[src/assert_macros.svh]
`ifndef ASSERT_MACROS_SVH
`define ASSERT_MACROS_SVH

// checked on every rising clock edge outside reset
`define RQD_ASSERT(lbl, prop, msg) \
	lbl: assert property (@(posedge clk) disable iff (!arst_n) (prop)) else $error(msg);

// checked on every rising clock edge, also during reset
`define RQD_ASSERT_ALWAYS(lbl, prop, msg) \
	lbl: assert property (@(posedge clk) (prop)) else $error(msg);

`endif

[src/rqd_pkg.sv]
package rqd_pkg;

	localparam int MAX_SOURCES_DEF = 8;
	localparam int COUNT_BITS_DEF  = 8;

	localparam int SRC_W      = 4;
	localparam int NUM_W      = 4;
	localparam int EXP_W      = 64;
	localparam int CFG_ADDR_W = 4;
	localparam int CFG_DATA_W = 64;

	typedef enum logic [1:0] {
		MODE_ANY   = 2'd0,
		MODE_EACH  = 2'd1,
		MODE_COUNT = 2'd2
	} mode_t;

	localparam logic [CFG_ADDR_W-1:0] REG_MODE     = 4'd0;
	localparam logic [CFG_ADDR_W-1:0] REG_NUM_SRC  = 4'd1;
	localparam logic [CFG_ADDR_W-1:0] REG_EXPECTED = 4'd2;

	localparam logic [NUM_W-1:0] NUM_SRC_RST  = 4'd8;
	localparam logic [EXP_W-1:0] EXPECTED_RST = 64'h0101_0101_0101_0101;

endpackage

[src/rqd_req_if.sv]
interface rqd_req_if;
	logic                     valid;
	logic                     ready;
	logic [rqd_pkg::SRC_W-1:0] source;

	modport src (output valid, output source, input ready);
	modport sink (input valid, input source, output ready);
endinterface

[src/rqd_rsp_if.sv]
interface rqd_rsp_if;
	logic valid;
	logic ready;
	logic fired;
	logic bad_source;

	modport src (output valid, output fired, output bad_source, input ready);
	modport sink (input valid, input fired, input bad_source, output ready);
endinterface

[src/rqd_cfg_if.sv]
interface rqd_cfg_if;
	logic                            valid;
	logic                            ready;
	logic [rqd_pkg::CFG_ADDR_W-1:0] addr;
	logic [rqd_pkg::CFG_DATA_W-1:0] data;

	modport src (output valid, output addr, output data, input ready);
	modport sink (input valid, input addr, input data, output ready);
endinterface

[src/reply_quorum_detector.sv]
// Reply quorum detector. Each beat on req carries the number of the source
// that sent a reply; each accepted beat yields exactly one beat on rsp with
// fired (the quorum was met and the condition rearmed) and bad_source (the
// source is not below the number of sources in use; the reply is ignored).
// Mode 0 fires on every good reply, mode 1 fires once every source in use has
// replied, mode 2 fires once every source in use has a remaining count of zero,
// then reloads the counts from expected_counts. A write to any of the three
// registers reloads the counts; a write to any other index does nothing.
// The user must write registers through cfg only while no reply is in flight;
// the block does not enforce it. Throughput is one reply per cycle while rsp
// is ready; the result appears in the cycle after the beat is accepted, from
// the single output register; req stays ready while it is empty or being taken.
`include "assert_macros.svh"

module reply_quorum_detector #(
	parameter int MAX_SOURCES = rqd_pkg::MAX_SOURCES_DEF,
	parameter int COUNT_BITS  = rqd_pkg::COUNT_BITS_DEF
) (
	input  logic      clk,
	input  logic      arst_n,
	rqd_req_if.sink   req,
	rqd_rsp_if.src    rsp,
	rqd_cfg_if.sink   cfg
);

	localparam logic [rqd_pkg::NUM_W-1:0] MAX_N = rqd_pkg::NUM_W'(MAX_SOURCES);

	typedef logic [MAX_SOURCES-1:0][COUNT_BITS-1:0] cnt_arr_t;

	rqd_pkg::mode_t                 mode_q;
	logic [rqd_pkg::NUM_W-1:0]      num_q;
	logic [rqd_pkg::EXP_W-1:0]      exp_q;
	logic [MAX_SOURCES-1:0]         seen_q;
	cnt_arr_t                       cnt_q;
	logic                           rsp_valid_q;
	logic                           fired_q;
	logic                           bad_q;

	logic                           req_acc;
	logic                           cfg_acc;
	logic [rqd_pkg::NUM_W-1:0]      n_c;
	logic [MAX_SOURCES-1:0]         in_use_c;
	logic [MAX_SOURCES-1:0]         hit_c;
	logic [MAX_SOURCES-1:0]         seen_next_c;
	logic [MAX_SOURCES-1:0]         zero_ok_c;
	cnt_arr_t                       cnt_dec_c;
	cnt_arr_t                       reload_c;
	logic [rqd_pkg::EXP_W-1:0]      exp_next_c;
	logic                           bad_c;
	logic                           each_done_c;
	logic                           count_done_c;
	logic                           fire_c;

	assign req.ready = !rsp_valid_q || rsp.ready;
	assign cfg.ready = 1'b1;
	assign req_acc   = req.valid && req.ready;
	assign cfg_acc   = cfg.valid;

	assign rsp.valid      = rsp_valid_q;
	assign rsp.fired      = fired_q;
	assign rsp.bad_source = bad_q;

	assign n_c   = (num_q > MAX_N) ? MAX_N : num_q;
	assign bad_c = req.source >= n_c;

	assign exp_next_c = (cfg_acc && cfg.addr == rqd_pkg::REG_EXPECTED) ? cfg.data : exp_q;

	always_comb begin
		for (int i = 0; i < MAX_SOURCES; i++) begin
			in_use_c[i]    = rqd_pkg::NUM_W'(i) < n_c;
			hit_c[i]       = req.source == rqd_pkg::SRC_W'(i);
			seen_next_c[i] = seen_q[i] || hit_c[i];
			cnt_dec_c[i]   = (hit_c[i] && cnt_q[i] != '0) ? cnt_q[i] - 1'b1 : cnt_q[i];
			zero_ok_c[i]   = !in_use_c[i] || cnt_dec_c[i] == '0;
			reload_c[i]    = exp_next_c[8*i +: COUNT_BITS];
		end
	end

	assign each_done_c  = &(seen_next_c | ~in_use_c);
	assign count_done_c = &zero_ok_c;

	always_comb begin
		case (mode_q)
			rqd_pkg::MODE_ANY:   fire_c = 1'b1;
			rqd_pkg::MODE_EACH:  fire_c = each_done_c;
			rqd_pkg::MODE_COUNT: fire_c = count_done_c;
			default:             fire_c = 1'b0;
		endcase
	end

	always_ff @(posedge clk or negedge arst_n) begin
		if (!arst_n) begin
			mode_q <= rqd_pkg::MODE_EACH;
			num_q  <= rqd_pkg::NUM_SRC_RST;
			exp_q  <= rqd_pkg::EXPECTED_RST;
			seen_q <= '0;
			for (int i = 0; i < MAX_SOURCES; i++) begin
				cnt_q[i] <= rqd_pkg::EXPECTED_RST[8*i +: COUNT_BITS];
			end
		end else if (cfg_acc) begin
			unique case (cfg.addr)
				rqd_pkg::REG_MODE:     mode_q <= rqd_pkg::mode_t'(cfg.data[1:0]);
				rqd_pkg::REG_NUM_SRC:  num_q  <= cfg.data[rqd_pkg::NUM_W-1:0];
				rqd_pkg::REG_EXPECTED: exp_q  <= cfg.data;
				default: ;
			endcase
			if (cfg.addr == rqd_pkg::REG_MODE || cfg.addr == rqd_pkg::REG_NUM_SRC ||
			    cfg.addr == rqd_pkg::REG_EXPECTED) begin
				cnt_q <= reload_c;
			end
		end else if (req_acc && !bad_c) begin
			case (mode_q)
				rqd_pkg::MODE_EACH: begin
					seen_q <= each_done_c ? '0 : seen_next_c;
				end
				rqd_pkg::MODE_COUNT: begin
					cnt_q <= count_done_c ? reload_c : cnt_dec_c;
				end
				default: ;
			endcase
		end
	end

	always_ff @(posedge clk or negedge arst_n) begin
		if (!arst_n) begin
			rsp_valid_q <= 1'b0;
		end else if (req_acc) begin
			rsp_valid_q <= 1'b1;
		end else if (rsp.ready) begin
			rsp_valid_q <= 1'b0;
		end
	end

	always_ff @(posedge clk) begin
		if (req_acc) begin
			fired_q <= fire_c && !bad_c;
			bad_q   <= bad_c;
		end
	end

	`RQD_ASSERT(a_bad_never_fires, rsp_valid_q |-> !(fired_q && bad_q), "bad source fired")
	`RQD_ASSERT(a_acc_gives_beat, req_acc |=> rsp_valid_q, "accepted reply has no result")
	`RQD_ASSERT(a_each_clears, (req_acc && !bad_c && mode_q == rqd_pkg::MODE_EACH && each_done_c) |=> seen_q == '0, "seen bits not cleared on fire")
	`RQD_ASSERT(a_cfg_reloads, cfg_acc && cfg.addr == rqd_pkg::REG_MODE |=> cnt_q == reload_c, "counts not reloaded on write")
	`RQD_ASSERT_ALWAYS(a_rst_empties, !arst_n |=> !rsp_valid_q, "output valid across reset")

endmodule

[src/flat_wrapper.sv]
// flat-port wrapper written by rule: the top's interface ports become plain ports
module reply_quorum_detector_flat 
#(
	parameter int MAX_SOURCES = rqd_pkg::MAX_SOURCES_DEF,
	parameter int COUNT_BITS  = rqd_pkg::COUNT_BITS_DEF
)
  (clk, arst_n, req_valid, req_source, req_ready, rsp_valid, rsp_fired, rsp_bad_source, rsp_ready, cfg_valid, cfg_addr, cfg_data, cfg_ready);
  rqd_req_if req_i ();
  rqd_rsp_if rsp_i ();
  rqd_cfg_if cfg_i ();
  input  logic clk;
  input  logic arst_n;
  input wire logic [$bits(req_i.valid)-1:0] req_valid;
  input wire logic [$bits(req_i.source)-1:0] req_source;
  output wire logic [$bits(req_i.ready)-1:0] req_ready;
  output wire logic [$bits(rsp_i.valid)-1:0] rsp_valid;
  output wire logic [$bits(rsp_i.fired)-1:0] rsp_fired;
  output wire logic [$bits(rsp_i.bad_source)-1:0] rsp_bad_source;
  input wire logic [$bits(rsp_i.ready)-1:0] rsp_ready;
  input wire logic [$bits(cfg_i.valid)-1:0] cfg_valid;
  input wire logic [$bits(cfg_i.addr)-1:0] cfg_addr;
  input wire logic [$bits(cfg_i.data)-1:0] cfg_data;
  output wire logic [$bits(cfg_i.ready)-1:0] cfg_ready;
  assign req_i.valid = req_valid;
  assign req_i.source = req_source;
  assign req_ready = req_i.ready;
  assign rsp_valid = rsp_i.valid;
  assign rsp_fired = rsp_i.fired;
  assign rsp_bad_source = rsp_i.bad_source;
  assign rsp_i.ready = rsp_ready;
  assign cfg_i.valid = cfg_valid;
  assign cfg_i.addr = cfg_addr;
  assign cfg_i.data = cfg_data;
  assign cfg_ready = cfg_i.ready;
  reply_quorum_detector #(.MAX_SOURCES(MAX_SOURCES), .COUNT_BITS(COUNT_BITS)) u_core (.clk(clk), .arst_n(arst_n), .req(req_i), .rsp(rsp_i), .cfg(cfg_i));
endmodule
[config.mk]
export PLATFORM = sky130hd
export DESIGN_NAME = reply_quorum_detector_flat
export DESIGN_NICKNAME = d
export VERILOG_FILES = /design/src/rqd_pkg.sv /design/src/rqd_req_if.sv /design/src/rqd_rsp_if.sv /design/src/rqd_cfg_if.sv /design/src/reply_quorum_detector.sv /design/src/flat_wrapper.sv
export VERILOG_INCLUDE_DIRS = /design/src /design/src/src
export SDC_FILE = /design/constraint.sdc
export NUM_CORES = 1
export LEC_CHECK = 0
export ABC_AREA = 0
export BUFFER_PORTS_ARGS = -buffer_cell sky130_fd_sc_hd__buf_2
export CORE_MARGIN = 2
export CORE_UTILIZATION = 35
export DETAILED_ROUTE_END_ITERATION = 10
export PLACE_DENSITY = 0.61
export REMOVE_ABC_BUFFERS = 1
export SYNTH_ARGS = -nofsm -noshare
export SYNTH_HDL_FRONTEND = slang
export SYNTH_SLANG_ARGS = --single-unit
[constraint.sdc]
create_clock -name clk -period 7.3 [get_ports clk]
set_input_delay 1.095 -clock clk [delete_from_list [all_inputs] [get_ports clk]]
set_output_delay 1.095 -clock clk [all_outputs]
set_load 0.02 [all_outputs]
# Word level (Yosys, flattened, before mapping)
# Index checks and enable logic that the tools add are counted.
# totals
ff_bits	145
input_bits	77
out_inout_bits	5
# classes
n_addsub	8
magnitude_cmp	10
eq_ne	12
n_mux	19
n_bitwise	3
n_reduce_logical	70
# op_table
cell	count
64-bit 2-to-1 mux	6
8-bit 2-to-1 mux	9
8-bit logical NOT	8
8-bit nonzero test	8
8-bit by 1-bit subtractor with 8-bit output, second input constant	8
1-bit logical OR	19
4-bit by 3-bit equality test with 1-bit output, second input constant	4
3-bit by 4-bit less-than comparator with 1-bit output, first input constant	4
8-bit AND reduction	2
4-bit by 2-bit equality test with 1-bit output, second input constant	3
1-bit logical AND	12
1-bit logical NOT	10
4-bit by 1-bit equality test with 1-bit output, second input constant	2
4-bit logical NOT	2
1-bit by 4-bit less-than comparator with 1-bit output, first input constant	2
2-bit by 4-bit less-than comparator with 1-bit output, first input constant	2
8-bit inverter	1
8-bit OR	1
2-bit AND reduction	3
3-bit AND reduction	2
2-bit nonzero test	3
4-bit >= comparator	1
4-bit greater-than comparator, second input constant	1
4-bit 2-to-1 mux	1
other kinds (7)	8

# Longest topological paths before layout
# Gate-level depths: netlist of the first run.
# logic_depth
depth_word	10
mapped_depth	14
mapped_depth_nobuf	11

# Worst setup path before layout of the first run
# OpenSTA, ideal clock, no wires.
# synth_path
kind	input -> register
from	in req_source[2]
to	reg u_core.cnt_q[18] (netlist bit)
arrival_ns	3.888
setup_slack_ns	3.291
stages	11
path_buffers	2
path_cell_list	buf_2 -> nand4bb_1 -> nor4_1 -> mux2_2 -> o211ai_2 -> o22ai_1 -> a221o_2 -> a21oi_4 -> buf_6 -> mux2_4 -> o22a_1
# synth_via
elab_chain_len	10
word_cells_on_any_way	50
# synth_lines
item	line_no	text
from (decl)	flat_wrapper.sv:14	input wire logic [$bits(req_i.source)-1:0] req_source;
4-bit by 1-bit equality test with 1-bit output (tied with other cells)	reply_quorum_detector.sv:71	hit_c[i] = req.source == rqd_pkg::SRC_W'(i);
1-bit logical AND	reply_quorum_detector.sv:73	cnt_dec_c[i] = (hit_c[i] && cnt_q[i] != '0) ? cnt_q[i] - 1'b1 : cnt_q[i];
8-bit 2-to-1 mux	reply_quorum_detector.sv:73	
8-bit logical NOT	reply_quorum_detector.sv:74	zero_ok_c[i] = !in_use_c[i] || cnt_dec_c[i] == '0;
1-bit logical OR	reply_quorum_detector.sv:74	
8-bit AND reduction	reply_quorum_detector.sv:80	assign count_done_c = &zero_ok_c;
64-bit 2-to-1 mux	reply_quorum_detector.sv:117	cnt_q <= count_done_c ? reload_c : cnt_dec_c;
64-bit 2-to-1 mux	reply_quorum_detector.sv:112	case (mode_q)
64-bit 2-to-1 mux	reply_quorum_detector.sv:111	end else if (req_acc && !bad_c) begin
64-bit 2-to-1 mux	reply_quorum_detector.sv:100	end else if (cfg_acc) begin
to (signal, indexed assignment)	reply_quorum_detector.sv:98	cnt_q[i] <= rqd_pkg::EXPECTED_RST[8*i +: COUNT_BITS];
to (signal assigned)	reply_quorum_detector.sv:109	cnt_q <= reload_c;
to (signal assigned)	reply_quorum_detector.sv:117	
to (decl)	reply_quorum_detector.sv:34	cnt_arr_t cnt_q;
# Several ways; a longest one is shown, not always the timed one. The select of a mux whose other input is x is not followed.
# A chain may end at the register's enable or synchronous reset.

# Worst setup path in the final report of the first run
# layout_path
from	in req_source[2]
to	reg u_core.cnt_q[38] (netlist bit)
# The elaborated chain is that of the path after synthesis.

==> results by group, run 1 <==
Worst setup path
  – Crit. End Element: register
  – Type of origin of the critical path: input pin
  – Crit path top cell by count: mux2_2
  – WP data required: 7610 ps
  – Slowest cell on the critical path: buf_4
  – Crit path arrival time: 4820 ps
  – Crit Path Category: input pin to register
  – Crit path buf inv count: 2
  – CP top delay family: compound AO/OA/AOI/OAI gates
  – Crit-path max cell delay: 680 ps
  – Depth of the worst register-to-register path: 12
  – Crit path max fanout: 81
  – Cells along the critical path: buf_2 -> nand4bb_1 -> nor4_1 -> mux2_2 -> o211ai_2 -> o22ai_1 -> a221o_2 -> a21oi_4 -> buf_4 -> mux2_2 -> a22o_1
  – Crit path depth: 11

GRT
  – Initial antenna violation count: 1
  – Total Routing Usage GR: 16.1%
  – Global-route wire length before repair: 34.1 mm
  – Number of global-route vias before repair: 6,525
  – Largest net degree at the start of global routing: 86
  – Congestion Overflow GR: 0

Drt
  – DRT iter0 DRCs: 456
  – WL/cell: 16.1 um
  – DR vias/cell: 5.44
  – DRC Markers: 0
  – Vias: 6,945
  – Final wirelength: 20.6 mm
  – Post-route ant nets: 0
  – DRT Pass-1 Iters: 4

Clock tree
  – H-Tree Depth: 4
  – Root buffer cell: clkbuf_16
  – Setup Buffers After CTS: 0
  – # clock sinks: 145
  – Hold Buf Count CTS: 0
  – CTS buffer count: 17
  – CTS tree: yes
  – Post-CTS resize count: 0
  – Clock transition at path regs: 60 ps
  – Max clock buf depth: 2
  – Clock Latency Late Sink: 430 ps

STA
  – Worst Clk Skew: 12.3 ps
  – # setup viols final: 0
  – Worst Hold Slack: 494 ps
  – Pins Over Slew Limit: 0
  – Max-slew headroom: 29.1%
  – Max frequency: 0.222 GHz
  – Crit path time final: 4510 ps
  – RSZ-0062 raised after global routing: no
  – Setup TNS: 0 ps
  – Worst Tran Pin Value: 1060 ps
  – Final Cycle Share: 61.7%
  – Endpoints failing hold: 0
  – PnR worst setup slack: 2790 ps

Yosys
  – Post-synthesis xor/xnor area fraction: 0.496%
  – Post-Syn Area: 8820 sq um
  – Area share of the largest cell type after synthesis: 35.4%
  – Adder-cell share of the synthesized area: 1.84%
  – Post-synth EDFFs: 2
  – Synth Warn #: 0
  – Top-count cell post-synth: dfrtp_1
  – Top cells by count, synth: dfrtp_1, mux2_2, nor2_1
  – FF+latch count, synth: 145
  – Register area share after synthesis: 41.5%
  – Avg Cell Area, Syn: 9.96 sq um
  – Compound-Gate Fraction of Synth Area: 17.3%
  – Cells after synthesis: 886
  – Synth Area in Simple Gates: 19.6%
  – Main combinational cell family by area after synthesis: simple AND/OR/NAND/NOR gates
  – Top FF cell, synth: dfrtp_1
  – Async set-reset flop share out of synthesis: 98.6%
  – Synth area leaders: dfrtp_1, mux2_2, dfstp_2, mux2i_1, nor2_1
  – Yosys top cell by area: dfrtp_1
  – Mux share of post-synthesis cell area: 13.7%
  – Post-synth cell types: 97

Cells and area
  – Area grow syn2layout: 13.7%
  – Layout net count: 1,024
  – Fraction of layout cells with a size suffix above 1: 27.8%
  – Finished Cell Area: 10,000 sq um
  – Final Util: 40.2%
  – # diodes: 0

Floorplanning
  – Starting density of the core: 35.3%
  – Die ar.: 26,500 sq um
  – IO Count: 82
  – Die height: 163 um
  – Die W: 163 um
  – Core area: 25,000 sq um
  – Row cnt: 58

Worst hold path
  – Hold depth: 2
  – Worst hold path class: register to register

Place
  – Count of buffers from port buffering: 80
  – Placed instance area: 9400 sq um
  – Detailed Place HPWL: 14.1 mm
  – GP Congestion: 0.839
  – Setup WS pre-CTS: 2350 ps

Power and ir drop
  – Sw power: 0.965 mW
  – Seq pwr share: 41.9%
  – P_leak: 4.13 nW
  – Clock network fraction of design power: 31.8%
  – Internal: 2.00 mW
  – Logic pwr share: 26.3%
  – Maximum VDD drop: 0.143 mV
  – Switching share of total power: 32.6%
  – Pwr dens: 295 nW/um^2

Job
  – Max cap viols: 0

Run status
  – Status: complete, no violations
area by class of cell:
class	count	area, sq um
tap	330	413
inverter	43	161
clock buffer	22	474
clock inverter	10	156
sequential	145	3660
multi-input combinational	639	4700
timing repair buffer	88	467
fill	2483	14900
final timing paths:
path / from / end / slack (ps)
max in group asynchronous: arst_n / u_core.cnt_q[9]$_DFFE_PN0P_ / 5240
min: u_core.seen_q[7]$_DFFE_PN0P_ / u_core.seen_q[7]$_DFFE_PN0P_ / 490
max reg2reg: u_core.cnt_q[24]$_DFFE_PN1P_ / u_core.cnt_q[38]$_DFFE_PN0P_ / 3030
min reg2reg: u_core.seen_q[7]$_DFFE_PN0P_ / u_core.seen_q[7]$_DFFE_PN0P_ / 490
min in group asynchronous: arst_n / u_core.exp_q[39]$_DFFE_PN0P_ / 690
max: req_source[2] / u_core.cnt_q[38]$_DFFE_PN0P_ / 2790
sequential cells by signal (all words and copies together) (netlist names):
name / cells
u_core.cnt_q: 64
u_core.exp_q: 64
u_core.mode_q: 2
u_core.num_q: 4
u_core.rsp.bad_source: 1
u_core.rsp.fired: 1
u_core.rsp.valid: 1
u_core.seen_q: 8
layer usage:
metal	track usage [%]	wire length, um
met1	22.8	10100
met2	25.0	9420
met3	2.72	810
met4	5.31	246
met5	0	16
tightest hold or removal path, stage by stage (launching register included):
cell	delay [ps]
dfrtp_1	340
a21oi_1	40
nor2_1	70
power groups by stage:
stage | combinational (mW) | sequential (mW) | clock, mW
2_1_floorplan | 0.607 | 1.19 | 0
3_3_place_gp | 0.766 | 1.24 | 0
3_5_place_dp | 0.782 | 1.25 | 0
4_1_cts | 0.785 | 1.24 | 0.966
5_1_grt | 0.878 | 1.28 | 1.00
6_report | 0.779 | 1.24 | 0.943
cells in the final DEF, fill, tap and decap left out, types with 10 or more instances in the layout:
cell	instances
a21oi_1	47
a31oi_1	11
and3_1	11
buf_2	79
clkbuf_16	17
dfrtp_1	125
dfstp_2	18
ha_1	13
inv_1	42
mux2_2	72
mux2i_1	30
nand2_1	64
nand3_1	22
nand4_1	24
nor2_1	66
nor3_1	40
nor4_1	11
o22ai_1	10
or3_1	13
stage by stage:
| stage | total power [mW] | cells |
|---|---|---|
| CTS | 2.99 | 1277 |
| detailed placement | 2.03 | 1245 |
| global placement | 2.01 | 1245 |
| finish | 2.96 | 1277 |
| floorplan | 1.80 | 827 |
| global route | 3.16 | 1277 |
kinds of logic after synthesis:
family,after synthesis
AO/OA/AOI/OAI,194
flip-flops,145
other,1
buffers and inverters,102
multiplexers,109
XOR/XNOR,5
adder cells (fa/ha/maj),13
AND/OR/NAND/NOR,317
(Power assumes the default switching activity.)
==> run 2, diff against run 1 <==
--- a/config.mk
+++ b/config.mk
@@ -6,12 +6,12 @@
 export SDC_FILE = /design/constraint.sdc
 export NUM_CORES = 1
 export LEC_CHECK = 0
-export ABC_AREA = 0
+export ABC_AREA = 1
 export BUFFER_PORTS_ARGS = -buffer_cell sky130_fd_sc_hd__buf_2
 export CORE_MARGIN = 2
 export CORE_UTILIZATION = 35
 export DETAILED_ROUTE_END_ITERATION = 10
-export PLACE_DENSITY = 0.61
+export PLACE_DENSITY = 0.62
 export REMOVE_ABC_BUFFERS = 1
 export SYNTH_ARGS = -nofsm -noshare
 export SYNTH_HDL_FRONTEND = slang
==> constraint.sdc (replaced) <==
create_clock -name clk -period 4.1 [get_ports clk]
set_input_delay 0.615 -clock clk [delete_from_list [all_inputs] [get_ports clk]]
set_output_delay 0.615 -clock clk [all_outputs]
set_load 0.02 [all_outputs]
==> run 2 against run 1 <==
Compared with the run above: utilization grew 0.57 points; via count grew 29%; count of clock-buffer cells in the layout is the same; clock skew shrank 2.3 ps; worst hold slack lost 260 ps; area after synthesis grew 8.7%; sequential power grew 79%; critical endpoint unchanged; largest power group unchanged.
==> results by group, run 2 <==
Cells and area
  – Layout net count: 1,664
  – Layout fillers: 2,862
  – Commonest non-fill, non-tap cell in the layout: nand2_1
  – Most frequent cells in the layout: nand2_1, inv_1, nand3_1
  – Biggest registers after layout: u_core.cnt_q x64, u_core.exp_q x64, u_core.seen_q x8
  – Fraction of layout cells with a size suffix above 1: 10.7%
  – Area grow syn2layout: 14.6%
  – Final Util: 40.8%
  – # diodes: 0

Clock tree
  – Clock transition at path regs: 60 ps
  – H-Tree Depth: 4
  – Clock Latency Late Sink: 440 ps
  – Root buffer cell: clkbuf_16
  – Max clock buf depth: 2
  – # clock sinks: 145
  – Post-CTS resize count: 0
  – CTS tree: yes
  – CTS buffer count: 17
  – Hold Buf Count CTS: 0
  – Setup Buffers After CTS: 0

Worst setup path
  – CP Capture Point: u_core.cnt_q[38]$_DFFE_PN0P_
  – Crit path launch: u_core.cnt_q[32]$_DFFE_PN1P_
  – WP data required: 4420 ps
  – Crit Path Category: register to register
  – R2R Setup Slk: 790 ps
  – RR Endpoint: u_core.cnt_q[38]$_DFFE_PN0P_
  – Type of origin of the critical path: register
  – Crit path arrival time: 3630 ps
  – Depth of the worst register-to-register path: 19
  – Crit. End Element: register
  – Crit path max fanout: 37
  – Reg2reg start: u_core.cnt_q[32]$_DFFE_PN1P_

GRT
  – Congestion Overflow GR: 0
  – Global-route wire length before repair: 41.2 mm
  – Initial antenna violation count: 0
  – Number of global-route vias before repair: 8,627
  – Largest net degree at the start of global routing: 129
  – Total Routing Usage GR: 17.6%

Drt
  – Vias: 8,984
  – DRT iter0 DRCs: 687
  – DR vias/cell: 4.66
  – DRT Pass-1 Iters: 5
  – WL/cell: 12.4 um
  – Final wirelength: 23.9 mm
  – DRC Markers: 0
  – Post-route ant nets: 0

Place
  – Count of buffers from port buffering: 80
  – GP Congestion: 0.880
  – Detailed Place HPWL: 16.3 mm

Run status
  – Status: complete, no violations

Yosys
  – Post-synth EDFFs: 2
  – FF+latch count, synth: 145
  – Synth Warn #: 0
  – Register area share after synthesis: 38.2%
  – Post-Syn Area: 9590 sq um
  – Yosys top cell by area: dfrtp_1
  – Top FF cell, synth: dfrtp_1
  – Cells after synthesis: 1,516
  – Post-synth cell types: 36
  – Area share of the largest cell type after synthesis: 32.6%
  – Synth area leaders: dfrtp_1, nand2_1, inv_1, nand3_1, o21ai_0
  – Top-count cell post-synth: nand2_1
  – Async set-reset flop share out of synthesis: 98.6%
  – Top cells by count, synth: nand2_1, inv_1, nand3_1
  – Avg Cell Area, Syn: 6.33 sq um

STA
  – RSZ-0062 raised after global routing: no
  – Crit path time final: 3310 ps
  – Pins Over Slew Limit: 0
  – Worst Clk Skew: 10.0 ps
  – Max frequency: 0.302 GHz
  – Setup TNS: 0 ps
  – Final Cycle Share: 80.8%
  – # setup viols final: 0
  – Worst Tran Pin Value: 789 ps
  – Endpoints failing hold: 0
  – Max-slew headroom: 47.4%

Power and ir drop
  – Internal: 3.86 mW
  – P_leak: 6.09 nW
  – Switching share of total power: 37.6%
  – Clock network fraction of design power: 29.6%
  – Logic pwr share: 34.5%
  – Sw power: 2.32 mW
  – Seq pwr share: 35.9%
  – Maximum VDD drop: 0.247 mV
  – Pwr dens: 562 nW/um^2

Floorplanning
  – Die W: 170 um
  – Die height: 170 um
  – Row cnt: 60
  – Die ar.: 28,700 sq um
  – Core area: 27,000 sq um
  – Starting density of the core: 35.6%
  – IO Count: 82

Job
  – Max cap viols: 0

Worst hold path
  – Worst hold path class: input pin to async pin
## run 2: changes by cell type after synthesis, moves of 38 or more
cell | before | now
nand3_1 | 22 | 176
nor3_1 | 40 | 0
nand2_1 | 64 | 570
nor2_1 | 66 | 105
inv_1 | 42 | 267
o21ai_0 | 6 | 98
a21oi_1 | 47 | 9
mux2_2 | 72 | 1
## run 2: through the flow
step | hold WS (ps) | cells | power (mW) | cell area, sq um | setup slack, ps
final | 230 | 1927 | 6.18 | 11000 | 786
after global routing | 292 | 1927 | 6.73 | 11000 | 405
after CTS | 266 | 1927 | 6.22 | 11000 | 807
after detailed placement | 469 | 1896 | 4.35 | 10300 | 691
after global placement | 465 | 1896 | 4.30 | 10300 | 703
after floorplan | 319 | 1467 | 3.83 | 9350 | -2690
## run 2: critical path, cell delays in order (launching register included)
cell,delay (ps)
dfstp_2,550
inv_1,80
ha_1,300
nand3_1,140
nor2_1,60
nor2_2,250
nand2_1,90
o21ai_0,120
nand2_1,80
nor2_1,150
nand2_1,100
nand2_1,80
nand2_1,50
nor2_1,190
nand2_2,110
nand2_4,350
buf_12,230
nand2_1,100
nand3_1,80
nand2_1,60
## run 2: metal layers
layer	wire length [um]	global-route usage [%]
met3	858	2.94
met4	308	5.28
met2	11000	29.2
met1	11800	23.5
met5	0	0
## run 2: kinds of logic after synthesis
logic type / share of synthesized area (%)
XOR/XNOR: 1.46
multiplexers: 0.117
adder cells (fa/ha/maj): 1.70
flip-flops: 38.2
other: 0.0391
AND/OR/NAND/NOR: 38.3
AO/OA/AOI/OAI: 6.78
buffers and inverters: 13.4
## run 2: worst min-delay path by stage
stage / endpoint / slack, ps / cells past startpoint
6_report: u_core.cnt_q[21]$_DFFE_PN0P_ / 230 / 1
2_1_floorplan: u_core.cnt_q[10]$_DFFE_PN0P_ / 320 / 0
5_1_grt: u_core.exp_q[21]$_DFFE_PN0P_ / 290 / 1
3_3_place_gp: u_core.cnt_q[0]$_DFFE_PN1P_ / 470 / 2
4_1_cts: u_core.exp_q[21]$_DFFE_PN0P_ / 270 / 1
3_5_place_dp: u_core.cnt_q[40]$_DFFE_PN1P_ / 470 / 2
## run 2: cell type report
type	count	area [sq um]	area share [%]
timing repair buffer	88	504	4.59
tap	341	427	3.88
multi-input combinational	1043	4660	42.4
clock buffer	22	484	4.41
inverter	279	1050	9.53
sequential	145	3660	33.3
clock inverter	9	201	1.83
## run 2: power by group through the flow
stage / clock, mW / sequential [mW] / combinational [mW]
after floorplan: 0 / 2.14 / 1.69
after global placement: 0 / 2.23 / 2.07
after detailed placement: 0 / 2.23 / 2.12
after CTS: 1.86 / 2.22 / 2.14
after global routing: 1.93 / 2.28 / 2.52
final: 1.83 / 2.22 / 2.13
